### src/ssch_pkg.sv
// Shared constants and types for the slot scheduler.
// No dependencies; imported by the top level.
package ssch_pkg;

  // Default sizing, handed to the top level parameters
  localparam int SLOTS_DEF     = 16;
  localparam int WAIT_BITS_DEF = 16;

  // Fixed field widths
  localparam int SLOT_IN_W = 4;
  localparam int PRIO_W    = 8;

  // Command codes
  localparam logic CMD_UPDATE = 1'b0;
  localparam logic CMD_SCHED  = 1'b1;

  // Scheduling mode codes
  localparam logic MODE_RR    = 1'b0;
  localparam logic MODE_AGING = 1'b1;

  // Configuration register indexes
  localparam logic REG_SCHED_MODE = 1'b0;

  // Per-slot attributes as kept in the attribute table
  typedef struct packed {
    logic              occupied;
    logic              blocked;
    logic [PRIO_W-1:0] prio;
  } attr_t;

  localparam int ATTR_W = $bits(attr_t);

endpackage

### src/ssch_ram.sv
// Generic single-write, single-read RAM with registered read data.
// No dependencies.
module ssch_ram #(
  parameter int WIDTH = 8,
  parameter int DEPTH = 16
) (
  input  logic                     clk,
  input  logic                     we,
  input  logic [$clog2(DEPTH)-1:0] waddr,
  input  logic [WIDTH-1:0]         wdata,
  input  logic [$clog2(DEPTH)-1:0] raddr,
  output logic [WIDTH-1:0]         rdata
);

  logic [WIDTH-1:0] mem [DEPTH];

  always_ff @(posedge clk) begin
    if (we) begin
      mem[waddr] <= wdata;
    end
    rdata <= mem[raddr];
  end

endmodule

### src/slot_scheduler_rr_aging_unit.sv
// Slot scheduler top level: slot tables, scan sequencer, shared ratio multiplier.
// Depends on ssch_pkg and ssch_ram.
//
// Channel   Direction  Handshake               Payload
// in        input      in_valid / in_stall     cmd, slot, occupied, blocked, prio_value
// out       output     out_valid / out_stall   chosen_slot, found
// cfg       input      APB psel/penable/pwrite paddr, pwdata, prdata (sched_mode)
//
// An update item is written into the attribute RAM at its accept edge.
// A schedule item scans the table one slot at a time: a RAM read step (S_RD), then an
// evaluate step (S_EV) per slot, plus the multiplier steps S_MA and S_MB for an aging slot
// that needs the shared multiplier for both cross products (never the first eligible slot).
// Round-robin stops at the first eligible slot; aging scans every slot.
// Reset is synchronous; per-entry valid bits make never-written entries read as zero,
// so no clearing pass is needed. in_stall is high while a schedule item is in work and
// while a finished result cannot enter a full, stalled output register.
module slot_scheduler_rr_aging_unit #(
  parameter int SLOTS     = ssch_pkg::SLOTS_DEF,
  parameter int WAIT_BITS = ssch_pkg::WAIT_BITS_DEF
) (
  input  logic                            clk,
  input  logic                            rst,
  // input items
  input  logic                            in_valid,
  output logic                            in_stall,
  input  logic                            cmd,
  input  logic [ssch_pkg::SLOT_IN_W-1:0]  slot,
  input  logic                            occupied,
  input  logic                            blocked,
  input  logic [ssch_pkg::PRIO_W-1:0]     prio_value,
  // result items
  output logic                            out_valid,
  input  logic                            out_stall,
  output logic [ssch_pkg::SLOT_IN_W-1:0]  chosen_slot,
  output logic                            found,
  // configuration
  input  logic                            psel,
  input  logic                            penable,
  input  logic                            pwrite,
  input  logic [2:0]                      paddr,
  input  logic [31:0]                     pwdata,
  output logic [31:0]                     prdata,
  output logic                            pready
);

  import ssch_pkg::*;

  localparam int SW  = $clog2(SLOTS);
  localparam int MPW = WAIT_BITS + PRIO_W;
  localparam logic [SW:0]          SLOTS_X  = (SW+1)'(SLOTS);
  localparam logic [SW-1:0]        LAST_K   = SW'(SLOTS - 1);
  localparam logic [WAIT_BITS-1:0] WAIT_MAX = '1;

  // Sequencer state codes
  localparam logic [2:0] S_IDLE = 3'd0;
  localparam logic [2:0] S_RD   = 3'd1;
  localparam logic [2:0] S_EV   = 3'd2;
  localparam logic [2:0] S_MA   = 3'd3;
  localparam logic [2:0] S_MB   = 3'd4;
  localparam logic [2:0] S_PUT  = 3'd5;

  logic [2:0]           state, state_next;
  logic                 sched_mode;
  logic [SW-1:0]        ptr;
  logic [SW-1:0]        k;
  logic [SW-1:0]        cur_idx;
  logic [WAIT_BITS-1:0] cur_wait;
  logic [PRIO_W-1:0]    cur_prio;
  logic [SW-1:0]        best_idx;
  logic [WAIT_BITS-1:0] best_wait;
  logic [PRIO_W-1:0]    best_prio;
  logic                 have;
  logic [MPW-1:0]       prod_a;
  logic [SLOTS-1:0]     attr_valid;
  logic [SLOTS-1:0]     wait_valid;

  // ---------------------------------------------------------------------------
  // Configuration port
  logic cfg_we;
  assign pready = 1'b1;
  assign cfg_we = psel && penable && pwrite && pready && (paddr[2] == REG_SCHED_MODE);
  assign prdata = (paddr[2] == REG_SCHED_MODE) ? {31'b0, sched_mode} : 32'b0;

  always_ff @(posedge clk) begin
    if (rst) begin
      sched_mode <= MODE_RR;
    end else if (cfg_we) begin
      sched_mode <= pwdata[0];
    end
  end

  // ---------------------------------------------------------------------------
  // Handshakes
  logic in_acc, out_free;
  assign in_stall = rst || (state != S_IDLE);
  assign in_acc   = in_valid && !in_stall;
  assign out_free = !out_valid || !out_stall;

  // ---------------------------------------------------------------------------
  // Slot tables
  logic            attr_we;
  logic [SW-1:0]   attr_waddr;
  attr_t           attr_wdata, attr_rdata, attr_cur;
  logic            wait_we;
  logic [SW-1:0]   wait_waddr;
  logic [WAIT_BITS-1:0] wait_wdata, wait_rdata, wait_cur;
  logic [SW-1:0]   rd_addr;

  assign attr_we    = in_acc && (cmd == CMD_UPDATE) && (32'(slot) < 32'(SLOTS));
  assign attr_waddr = SW'(slot);
  assign attr_wdata = '{occupied: occupied, blocked: blocked, prio: prio_value};

  ssch_ram #(.WIDTH(ATTR_W), .DEPTH(SLOTS)) u_attr_ram (
    .clk   (clk),
    .we    (attr_we),
    .waddr (attr_waddr),
    .wdata (attr_wdata),
    .raddr (rd_addr),
    .rdata (attr_rdata)
  );

  ssch_ram #(.WIDTH(WAIT_BITS), .DEPTH(SLOTS)) u_wait_ram (
    .clk   (clk),
    .we    (wait_we),
    .waddr (wait_waddr),
    .wdata (wait_wdata),
    .raddr (rd_addr),
    .rdata (wait_rdata)
  );

  // never-written entries read as zero
  assign attr_cur = attr_valid[cur_idx] ? attr_rdata : '0;
  assign wait_cur = wait_valid[cur_idx] ? wait_rdata : '0;

  always_ff @(posedge clk) begin
    if (rst) begin
      attr_valid <= '0;
      wait_valid <= '0;
    end else begin
      if (attr_we) attr_valid[attr_waddr] <= 1'b1;
      if (wait_we) wait_valid[wait_waddr] <= 1'b1;
    end
  end

  // ---------------------------------------------------------------------------
  // Scan address: round-robin starts at ptr, aging at slot 0
  logic [SW:0] addr_sum;
  assign addr_sum = {1'b0, (sched_mode == MODE_AGING) ? '0 : ptr} + {1'b0, k};
  assign rd_addr  = (addr_sum >= SLOTS_X) ? SW'(addr_sum - SLOTS_X) : SW'(addr_sum);

  // ---------------------------------------------------------------------------
  // Evaluate step
  logic                 elig, last;
  logic [WAIT_BITS-1:0] wait_inc;
  logic                 take_now, need_mul;
  logic [SW:0]          idx_inc;
  logic [SW-1:0]        ptr_next;

  assign elig     = attr_cur.occupied && !attr_cur.blocked;
  assign last     = (k == LAST_K);
  assign wait_inc = (wait_cur == WAIT_MAX) ? wait_cur : wait_cur + 1'b1;
  assign take_now = !have || ((best_prio != '0) && (attr_cur.prio == '0));
  assign need_mul = have && (best_prio != '0) && (attr_cur.prio != '0);
  assign idx_inc  = {1'b0, cur_idx} + 1'b1;
  assign ptr_next = (idx_inc == SLOTS_X) ? '0 : idx_inc[SW-1:0];

  // Shared multiplier: current wait x best prio, then best wait x current prio
  logic [WAIT_BITS-1:0] mul_w;
  logic [PRIO_W-1:0]    mul_p;
  logic [MPW-1:0]       prod;
  assign mul_w = (state == S_MA) ? cur_wait : best_wait;
  assign mul_p = (state == S_MA) ? best_prio : cur_prio;
  assign prod  = MPW'(mul_w) * MPW'(mul_p);

  // Waiting table writes: increment during the aging scan, clear the winner at the end
  logic put_go;
  assign put_go = (state == S_PUT) && out_free;

  always_comb begin
    wait_we    = 1'b0;
    wait_waddr = cur_idx;
    wait_wdata = wait_inc;
    if ((state == S_EV) && (sched_mode == MODE_AGING) && elig) begin
      wait_we = 1'b1;
    end else if (put_go && have && (sched_mode == MODE_AGING)) begin
      wait_we    = 1'b1;
      wait_waddr = best_idx;
      wait_wdata = '0;
    end
  end

  // ---------------------------------------------------------------------------
  // Sequencer next state
  always_comb begin
    state_next = state;
    case (state)
      S_IDLE: if (in_acc && (cmd == CMD_SCHED)) state_next = S_RD;
      S_RD:   state_next = S_EV;
      S_EV: begin
        if (sched_mode == MODE_RR) begin
          state_next = (elig || last) ? S_PUT : S_RD;
        end else if (elig && need_mul) begin
          state_next = S_MA;
        end else begin
          state_next = last ? S_PUT : S_RD;
        end
      end
      S_MA:   state_next = S_MB;
      S_MB:   state_next = last ? S_PUT : S_RD;
      S_PUT:  if (out_free) state_next = S_IDLE;
      default: state_next = S_IDLE;
    endcase
  end

  // Sequencer control registers
  always_ff @(posedge clk) begin
    if (rst) begin
      state <= S_IDLE;
      ptr   <= '0;
      k     <= '0;
      have  <= 1'b0;
    end else begin
      state <= state_next;
      case (state)
        S_IDLE: begin
          if (in_acc && (cmd == CMD_SCHED)) begin
            k    <= '0;
            have <= 1'b0;
          end
        end
        S_EV: begin
          if (sched_mode == MODE_RR) begin
            if (elig) begin
              have <= 1'b1;
              ptr  <= ptr_next;
            end else if (!last) begin
              k <= k + 1'b1;
            end
          end else begin
            if (elig && take_now) have <= 1'b1;
            if (!(elig && need_mul) && !last) k <= k + 1'b1;
          end
        end
        S_MB: if (!last) k <= k + 1'b1;
        default: ;
      endcase
    end
  end

  // Scan datapath registers
  always_ff @(posedge clk) begin
    case (state)
      S_RD: cur_idx <= rd_addr;
      S_EV: begin
        cur_wait <= wait_inc;
        cur_prio <= attr_cur.prio;
        if (elig && ((sched_mode == MODE_RR) || take_now)) begin
          best_idx  <= cur_idx;
          best_wait <= wait_inc;
          best_prio <= attr_cur.prio;
        end
      end
      S_MA: prod_a <= prod;
      S_MB: begin
        // strictly larger ratio wins, so ties keep the lower index
        if (prod_a > prod) begin
          best_idx  <= cur_idx;
          best_wait <= cur_wait;
          best_prio <= cur_prio;
        end
      end
      default: ;
    endcase
  end

  // ---------------------------------------------------------------------------
  // Output register
  always_ff @(posedge clk) begin
    if (rst) begin
      out_valid <= 1'b0;
    end else if (put_go) begin
      out_valid <= 1'b1;
    end else if (!out_stall) begin
      out_valid <= 1'b0;
    end
  end

  always_ff @(posedge clk) begin
    if (put_go) begin
      found       <= have;
      chosen_slot <= have ? SLOT_IN_W'(best_idx) : '0;
    end
  end

  // ---------------------------------------------------------------------------
  // Assertions
  a_idle_holds: assert property (@(posedge clk) disable iff (rst)
    (state == S_IDLE && !(in_acc && cmd == CMD_SCHED)) |=> state == S_IDLE)
    else $error("sequencer left idle without a schedule item");

  a_one_writer: assert property (@(posedge clk) disable iff (rst)
    attr_we |-> (state == S_IDLE && !wait_we))
    else $error("attribute write outside idle or alongside a waiting write");

  a_ptr_range: assert property (@(posedge clk) disable iff (rst)
    {1'b0, ptr} < SLOTS_X)
    else $error("round-robin pointer out of range");

  a_notfound_zero: assert property (@(posedge clk) disable iff (rst)
    (out_valid && !found) |-> chosen_slot == '0)
    else $error("result without a winner carries a nonzero slot");

endmodule

### config.mk
export PLATFORM = sky130hd
export DESIGN_NAME = slot_scheduler_rr_aging_unit
export DESIGN_NICKNAME = d
export VERILOG_FILES = /design/src/ssch_pkg.sv /design/src/ssch_ram.sv /design/src/slot_scheduler_rr_aging_unit.sv
export SDC_FILE = /design/constraint.sdc
export NUM_CORES = 1
export LEC_CHECK = 0
export BUFFER_PORTS_ARGS = -buffer_cell sky130_fd_sc_hd__buf_2
export CORE_UTILIZATION = 40
export CTS_CLUSTER_DIAMETER = 80
export DETAILED_ROUTE_END_ITERATION = 8
export PLACE_DENSITY_LB_ADDON = 0.25
export SETUP_SLACK_MARGIN = 0.4
export SLEW_MARGIN = 25
export SYNTH_ARGS = -nofsm -noshare
export SYNTH_HDL_FRONTEND = slang
export SYNTH_SLANG_ARGS = --single-unit
### constraint.sdc
create_clock -name clk -period 10.1 [get_ports clk]
set_input_delay 1.01 -clock clk [delete_from_list [all_inputs] [get_ports clk]]
set_output_delay 1.01 -clock clk [all_outputs]
set_load 0.005 [all_outputs]
Word level (Yosys, flattened, before mapping)
Memory sizes are Yosys's and may differ from the RTL's. A register that Yosys moved wholly into a read port is not among the register bits.
Index checks and enable logic that the tools add are counted.
- register bits: 131
- bits in writable memories: 416
- input port bits: 57
- output and inout bits: 40
- logic and storage cells: 156
- memories: 2
- memory list (memory ; depth ; bits a word ; rd ports ; clocked after memory_dff ; write ports ; line ; source):
    u_wait_ram.mem ; 16 ; 16 ; 1 ; 1 ; 1 ; ssch_ram.sv:15 ; logic [WIDTH-1:0] mem [DEPTH];
    u_attr_ram.mem ; 16 ; 10 ; 1 ; 1 ; 1 ; ssch_ram.sv:15 ;
- add/sub/neg operators: 5
- multipliers: 1
- $lt $le $gt $ge: 7
- eq/ne operators: 17
- muxes and demuxes: 56
- bitwise gates (word level): 5
- reduce and logical (&&, ||, !) cells: 46
- operators with widths (cell ; number):
    two-way mux 16 bit ; 7
    two-way mux 4 bit ; 12
    OR 16 bit ; 2
    case mux 16 bit (2 select lines) ; 1
    greater-than comparator 24 bit ; 1
    multiplier 16 x 8 -> 24 bit ; 1
    two-way mux 8 bit ; 3
    logical AND 1 bit ; 21
    two-way mux 3 bit ; 6
    case mux 3 bit (6 select lines) ; 1
    two-way mux 1 bit ; 17
    adder 16 x 1 -> 16 bit (second input constant) ; 1
    equality test 16 bit (second input constant) ; 1
    case mux 8 bit (2 select lines) ; 1
    nonzero test 8 bit ; 2
    less-than comparator 4 x 5 -> 1 bit (second input constant) ; 3
    case mux 4 bit (3 select lines) ; 1
    two-way mux 10 bit ; 1
    binary-select mux 1 bit (select 4 bit) ; 2
    demux 1 bit (select 4 bit) ; 2
    greater-or-equal comparator 4 x 1 -> 1 bit (second input constant) ; 2
    zero test 8 bit ; 1
    case mux 4 bit (2 select lines) ; 1
    AND reduction 4 bit ; 2
    other kinds (23) ; 45

Logic depth before layout (Yosys ltp)
- depth after elaboration: 12
- depth in mapped cells: 29
- mapped depth without buffers: 26

Cells and area by module
From an unflattened synthesis, not the netlist that was laid out.
- cells, all modules: 1851
- area, all modules: 27226.1 sq um
- modules (own cells, without submodules) (module ; instances ; cells an instance ; area an instance (sq um) ; seq. area each (sq um)):
    slot_scheduler_rr_aging_unit ; 1 ; 1140 ; 10830.4 ; 3473.3
    ssch_ram (u_wait_ram) ; 1 ; 432 ; 10042.1 ; 8007.7
    ssch_ram (u_attr_ram) ; 1 ; 279 ; 6353.6 ; 5004.8

Worst setup path before layout
OpenSTA, ideal clock, no wires.
- path kind: register -> register
- start point: reg state[2]
- end point: reg best_idx[0] (enable)
- library setup time: 0.422 ns
- data arrival time: 8.103 ns
- required time: 9.678 ns
- path slack: 1.575 ns
- stages on the path, launching flop included: 28
- path buffers: 3
- clock period less this slack: 8.525 ns
- path through: dfxtp_1 -> clkbuf_1 -> nor2b_1 -> nand2_1 -> buf_2 -> mux2i_1 -> clkbuf_1 -> nor2_1 -> fa_1 -> fa_1 -> fa_1 -> inv_1 -> fa_1 -> inv_1 -> ha_1 -> a211oi_1 -> o21ai_0 -> a21oi_1 -> nand3_1 -> a41oi_1 -> xnor2_1 -> ha_1 -> nand3_1 -> a2111o_1 -> a21o_1 -> a32oi_1 -> a21oi_1 -> a21oi_1
- cells in the longest elaborated chain, start to end: 6
- elaborated cells on any way between the ends: 11
- those cells by class: 1 x mul; 1 x order compare; 5 x eq/ne; 2 x mux; 2 x reduce/logical
- RTL lines (item ; line ; source):
    start: declaration ; slot_scheduler_rr_aging_unit.sv:62 ; logic [2:0] state, state_next;
    start signal: assignment ; slot_scheduler_rr_aging_unit.sv:223 ; state <= state_next;
    equality test 3 x 2 -> 1 bit ; slot_scheduler_rr_aging_unit.sv:171, slot_scheduler_rr_aging_unit.sv:172 ;
    two-way mux 16 bit / two-way mux 8 bit (equally long branches) ; slot_scheduler_rr_aging_unit.sv:171, slot_scheduler_rr_aging_unit.sv:172 ;
    multiplier 16 x 8 -> 24 bit ; slot_scheduler_rr_aging_unit.sv:173 ; assign prod = MPW'(mul_w) * MPW'(mul_p);
    greater-than comparator 24 bit ; slot_scheduler_rr_aging_unit.sv:266 ; if (prod_a > prod) begin
    != test 2 bit (no line) ; -- ;
    AND reduction 3 bit (no line) * ; -- ;
    end signal: assignment ; slot_scheduler_rr_aging_unit.sv:258 ; best_idx <= cur_idx;
    end signal: assignment ; slot_scheduler_rr_aging_unit.sv:267 ; best_idx <= cur_idx;
    end: declaration ; slot_scheduler_rr_aging_unit.sv:69 ; logic [SW-1:0] best_idx;
Every way passes the cells marked *; elsewhere a longest branch is shown, timed or not.
A chain may end at the register's enable or synchronous reset.

Worst setup path in the final report
- start point: reg state[1]
- end point: reg best_wait[7] (enable)
- cells in the longest elaborated chain, start to end: 6
- elaborated cells on any way between the ends: 11
- those cells by class: 1 x mul; 1 x order compare; 5 x eq/ne; 2 x mux; 2 x reduce/logical
- RTL lines (item ; line ; source):
    equality test 3 x 2 -> 1 bit ; slot_scheduler_rr_aging_unit.sv:171, slot_scheduler_rr_aging_unit.sv:172 ;
    two-way mux 16 bit / two-way mux 8 bit (equally long branches) ; slot_scheduler_rr_aging_unit.sv:171, slot_scheduler_rr_aging_unit.sv:172 ;
    multiplier 16 x 8 -> 24 bit ; slot_scheduler_rr_aging_unit.sv:173 ;
    greater-than comparator 24 bit ; slot_scheduler_rr_aging_unit.sv:266 ;
    != test 2 bit (no line) ; -- ;
    AND reduction 3 bit (no line) * ; -- ;
    end signal: assignment ; slot_scheduler_rr_aging_unit.sv:259 ; best_wait <= wait_inc;
    end signal: assignment ; slot_scheduler_rr_aging_unit.sv:268 ; best_wait <= cur_wait;
    end: declaration ; slot_scheduler_rr_aging_unit.sv:70 ; logic [WAIT_BITS-1:0] best_wait;
Marks and branches as above.

==> results_dict.tcl <==
set metrics [dict create \
    power.density_mw_per_mm2 181 \
    htree_num_levels 2 \
    synthSimpleGateAreaFrac_pct 8.39 \
    pwr-share-comb_pct 12.6 \
    post-cts-setup-buffer-count 0 \
    fp.dieArea_mm2 0.0696 \
    syn2layout_area_growth_pct 12.6 \
    drive_above_1_share_pct 18.4 \
    hold_viol_final 0 \
    routed-wl-met2_um 29800 \
    ys_ff_latch 573 \
    rows 95 \
    vias_per_cell 5.32 \
    async_reset_ff_share_pct 0 \
    critPathLaunch "state[1]$_SDFFE_PP0P_" \
    synth_fa_ha_area_share_pct 9.58 \
    drt-met1-wl_um 25600 \
    drt_wl_total_um 59100 \
    grt_max_degree 56 \
    gr-usage-all-layers_pct 17.3 \
    ys_warn_count 0 \
    p_sw_w 0.00135 \
    startpoint_type "flop" \
    synth_top_flop_cell "edfxtp_1" \
    highest_layer "met5" \
    clock_skew_ps 76.5 \
    start_util_pct 40.6 \
    r2r-start "state[1]$_SDFFE_PP0P_" \
    critPathKind "reg -> reg" \
    crit_path_end "best_wait[7]$_DFFE_PP_" \
    max-clock-path-buffers 3 \
    nets 2169 \
    fin_crit_ps 8450 \
    critPathMaxFanout 28 \
    synth_cells 1889 \
    clk-insertion-delay-late_ps 670 \
    p_clk_share_pct 40.9 \
    synth_edf_count 501 \
    worst_ep_arrival_time_ps 8710 \
    setup_tns_ps 0 \
    dieWidth_um 264 \
    numCtsBuffers 60 \
    vdd_drop_max_mv 0.148 \
    vias 15300 \
    seq_area_frac_synth_pct 60.1 \
    finish.utilization_pct 45.7 \
    synthMuxAreaShare_pct 11.7 \
    antenna_found_initial 2 \
    avgSynthCellArea_um2 14.5 \
    design.core.area_mm2 0.0675 \
    dp.cells 2763 \
    ff2ff_setup_slack_ps 1650 \
    gp_congestion 0.857 \
    routedWlPerCell_um 20.5 \
    power_frac_seq_pct 46.5 \
    clkTransAtPathRegs_ps 60 \
    dr.pass1.iters 5 \
    synth_top_family_by_area "multiplexers" \
    grt_pass1_vias 15900 \
    drv_slew 0 \
    fmax_mhz 118 \
    antenna_cells 0 \
    synth_compound_area_share_pct 5.26 \
    port_buffers 31 \
    cts.sinks 573 \
    syn_area_mm2 0.0274 \
    hp-class "reg -> reg" \
    outcome "complete, no violations" \
    switching_share_pct 24.2 \
    setup-violations-final 0 \
    internal_power_w 0.00424 \
    cts_resized 0 \
    hp-start "attr_valid[11]$_SDFFE_PP0P_" \
    ant_nets 0 \
    r2r_cells 25 \
    final_cells 2878 \
    rr_endpoint "best_wait[7]$_DFFE_PP_" \
    drt-initial-drc-count 967 \
    rsz0062_at_grt "no" \
    gr-total-overflow 0 \
    min_period_over_period_pct 83.6 \
    grt_pass1_wl_um 92500 \
    maxCapViolCount 0 \
    synth_cell_types 72 \
    drc 0 \
    leakagePower_nw 11.0 \
    finalHoldWorstSlack_ps 467 \
    synthXorXnorAreaFrac_pct 1.34 \
    cts.hold.buffers_added 0 \
    worst_slew_margin_rel_pct 27.0 \
    wl_met3_um 2570 \
    worst-slew-pin-transition_ps 1080 \
    endpoint_kind "flop" \
    cts-root-buf "clkbuf_16" \
    dpl.hpwl_um 38000 \
    worstPathRequired_ps 10370 \
    cts_tree "yes" \
    io-pin-count 97 \
    die_h_um 264 \
]
-- power by group through the flow --
| stage | Combinational, W | Clock (W) | Sequential [W] |
|---|---|---|---|
| finish | 0.000705 | 0.00229 | 0.00260 |
| global route | 0.000808 | 0.00243 | 0.00260 |
| CTS | 0.000711 | 0.00234 | 0.00260 |
| detailed placement | 0.000707 | 0 | 0.00265 |
| global placement | 0.000690 | 0 | 0.00265 |
| floorplan | 0.000559 | 0 | 0.00265 |
-- routing by layer --
layer  GRT usage, %  vias to the layer above
li1               -                     7081
met1           22.6                     7832
met2           29.9                      314
met3           2.59                       86
met4           4.64                        4
met5              0                        -
-- cells in the final DEF, fill, tap and decap left out, drive strengths merged, types with 20 or more instances in the layout --
master and count:
xnor2 25, buf 80, mux4 109, clkbuf 85
nor2b 45, nor2 229, nand4 20, dfxtp 72
ha 74, inv 121, a21oi 91, nand3 25
conb 32, fa 85, o21ai 31, a211oi 35
edfxtp 501, nand2 47, mux2i 63
-- through the flow --
step                power, W  cell area (um2)  setup slack, ps
floorplan            0.00321            27500             1580
global route         0.00584            30900             1040
global placement     0.00334            28700             1350
detailed placement   0.00336            28700             1280
CTS                  0.00565            30800             1250
finish               0.00559            30900             1650
-- worst min path at each step --
stage,end,slack (ps),depth (start not counted)
floorplan,found$_DFFE_PP_,410,0
global placement,attr_valid[5]$_SDFFE_PP0P_,440,2
detailed placement,attr_valid[3]$_SDFFE_PP0P_,450,2
CTS,attr_valid[3]$_SDFFE_PP0P_,470,2
global route,attr_valid[2]$_SDFFE_PP0P_,490,2
finish,attr_valid[11]$_SDFFE_PP0P_,470,2
-- state kept, by name, summed over array words and instances (netlist names), 3 cells and up --
name	flops
chosen_slot	4
wait_valid	16
best_idx	4
u_attr_ram.rdata	10
k	4
attr_valid	16
state	3
cur_idx	4
cur_prio	8
best_prio	8
u_attr_ram.mem	160
u_wait_ram.rdata	16
best_wait	16
ptr	4
u_wait_ram.mem	256
prod_a	24
cur_wait	16
-- worst max-delay path, stage by stage (launching register included) --
cell and delay (ps):
dfxtp_1 470, nor2b_1 260, nand2_2 390, mux2i_1 880, nor2_1 150, fa_1 590
fa_1 440, fa_1 490, inv_1 50, fa_1 470, inv_1 40, ha_1 350
a211oi_1 300, o21ai_0 150, a21oi_1 390, nand3_1 240, a21boi_0 380, xor2_1 140
ha_1 300, nand3_1 150, a2111o_1 420, a21o_1 160, a32oi_1 200, a21oi_1 160
a21oi_2 130, buf_4 370
-- cell usage after synthesis, types with 6 or more instances --
cell | instances | share of area, %
nand4_1 | 18 | 0.41
nand3b_1 | 7 | 0.19
edfxtp_1 | 501 | 55
mux4_2 | 109 | 9.0
a211oi_1 | 35 | 0.96
mux2i_1 | 63 | 2.3
nor2_1 | 229 | 3.1
mux2_2 | 11 | 0.45
a31oi_1 | 7 | 0.16
a21oi_1 | 90 | 1.6
o31ai_1 | 10 | 0.27
clkbuf_1 | 56 | 0.77
nand2_1 | 46 | 0.63
o21a_1 | 10 | 0.27
dfxtp_1 | 72 | 5.3
and2_1 | 19 | 0.43
o21ai_0 | 28 | 0.51
nor4_1 | 6 | 0.14
fa_1 | 85 | 6.2
ha_1 | 74 | 3.4
nor3_1 | 13 | 0.24
nor2b_1 | 45 | 1.0
inv_1 | 118 | 1.6
a21o_1 | 9 | 0.25
xnor2_1 | 25 | 0.80
or2_2 | 18 | 0.41
buf_4 | 32 | 0.88
buf_1 | 10 | 0.14
buf_2 | 10 | 0.18
and3_1 | 7 | 0.16
nand2b_1 | 15 | 0.34
xor2_1 | 17 | 0.54
o21bai_1 | 6 | 0.16
nand3_1 | 24 | 0.44
-- area by class of cell --
class / instances / area (um2)
Clock buffer: 85 / 1720
Fill cell: 5900 / 36600
Tap cell: 873 / 1090
Clock inverter: 29 / 387
Inverter: 118 / 443
Sequential cell: 573 / 16500
Timing Repair Buffer: 80 / 523
Multi-Input combinational cell: 1120 / 10200
-- cell families (layout without fill, tap and decap cells) --
family / Yosys count / count (layout)
other cells: 2 / 32
simple gates: 475 / 475
xor+xnor: 42 / 42
mux: 183 / 183
fa+ha+maj: 159 / 159
flops: 573 / 573
compound gates: 229 / 229
buf+inv: 226 / 312
Note: power is estimated with default switching activity, not from simulation.
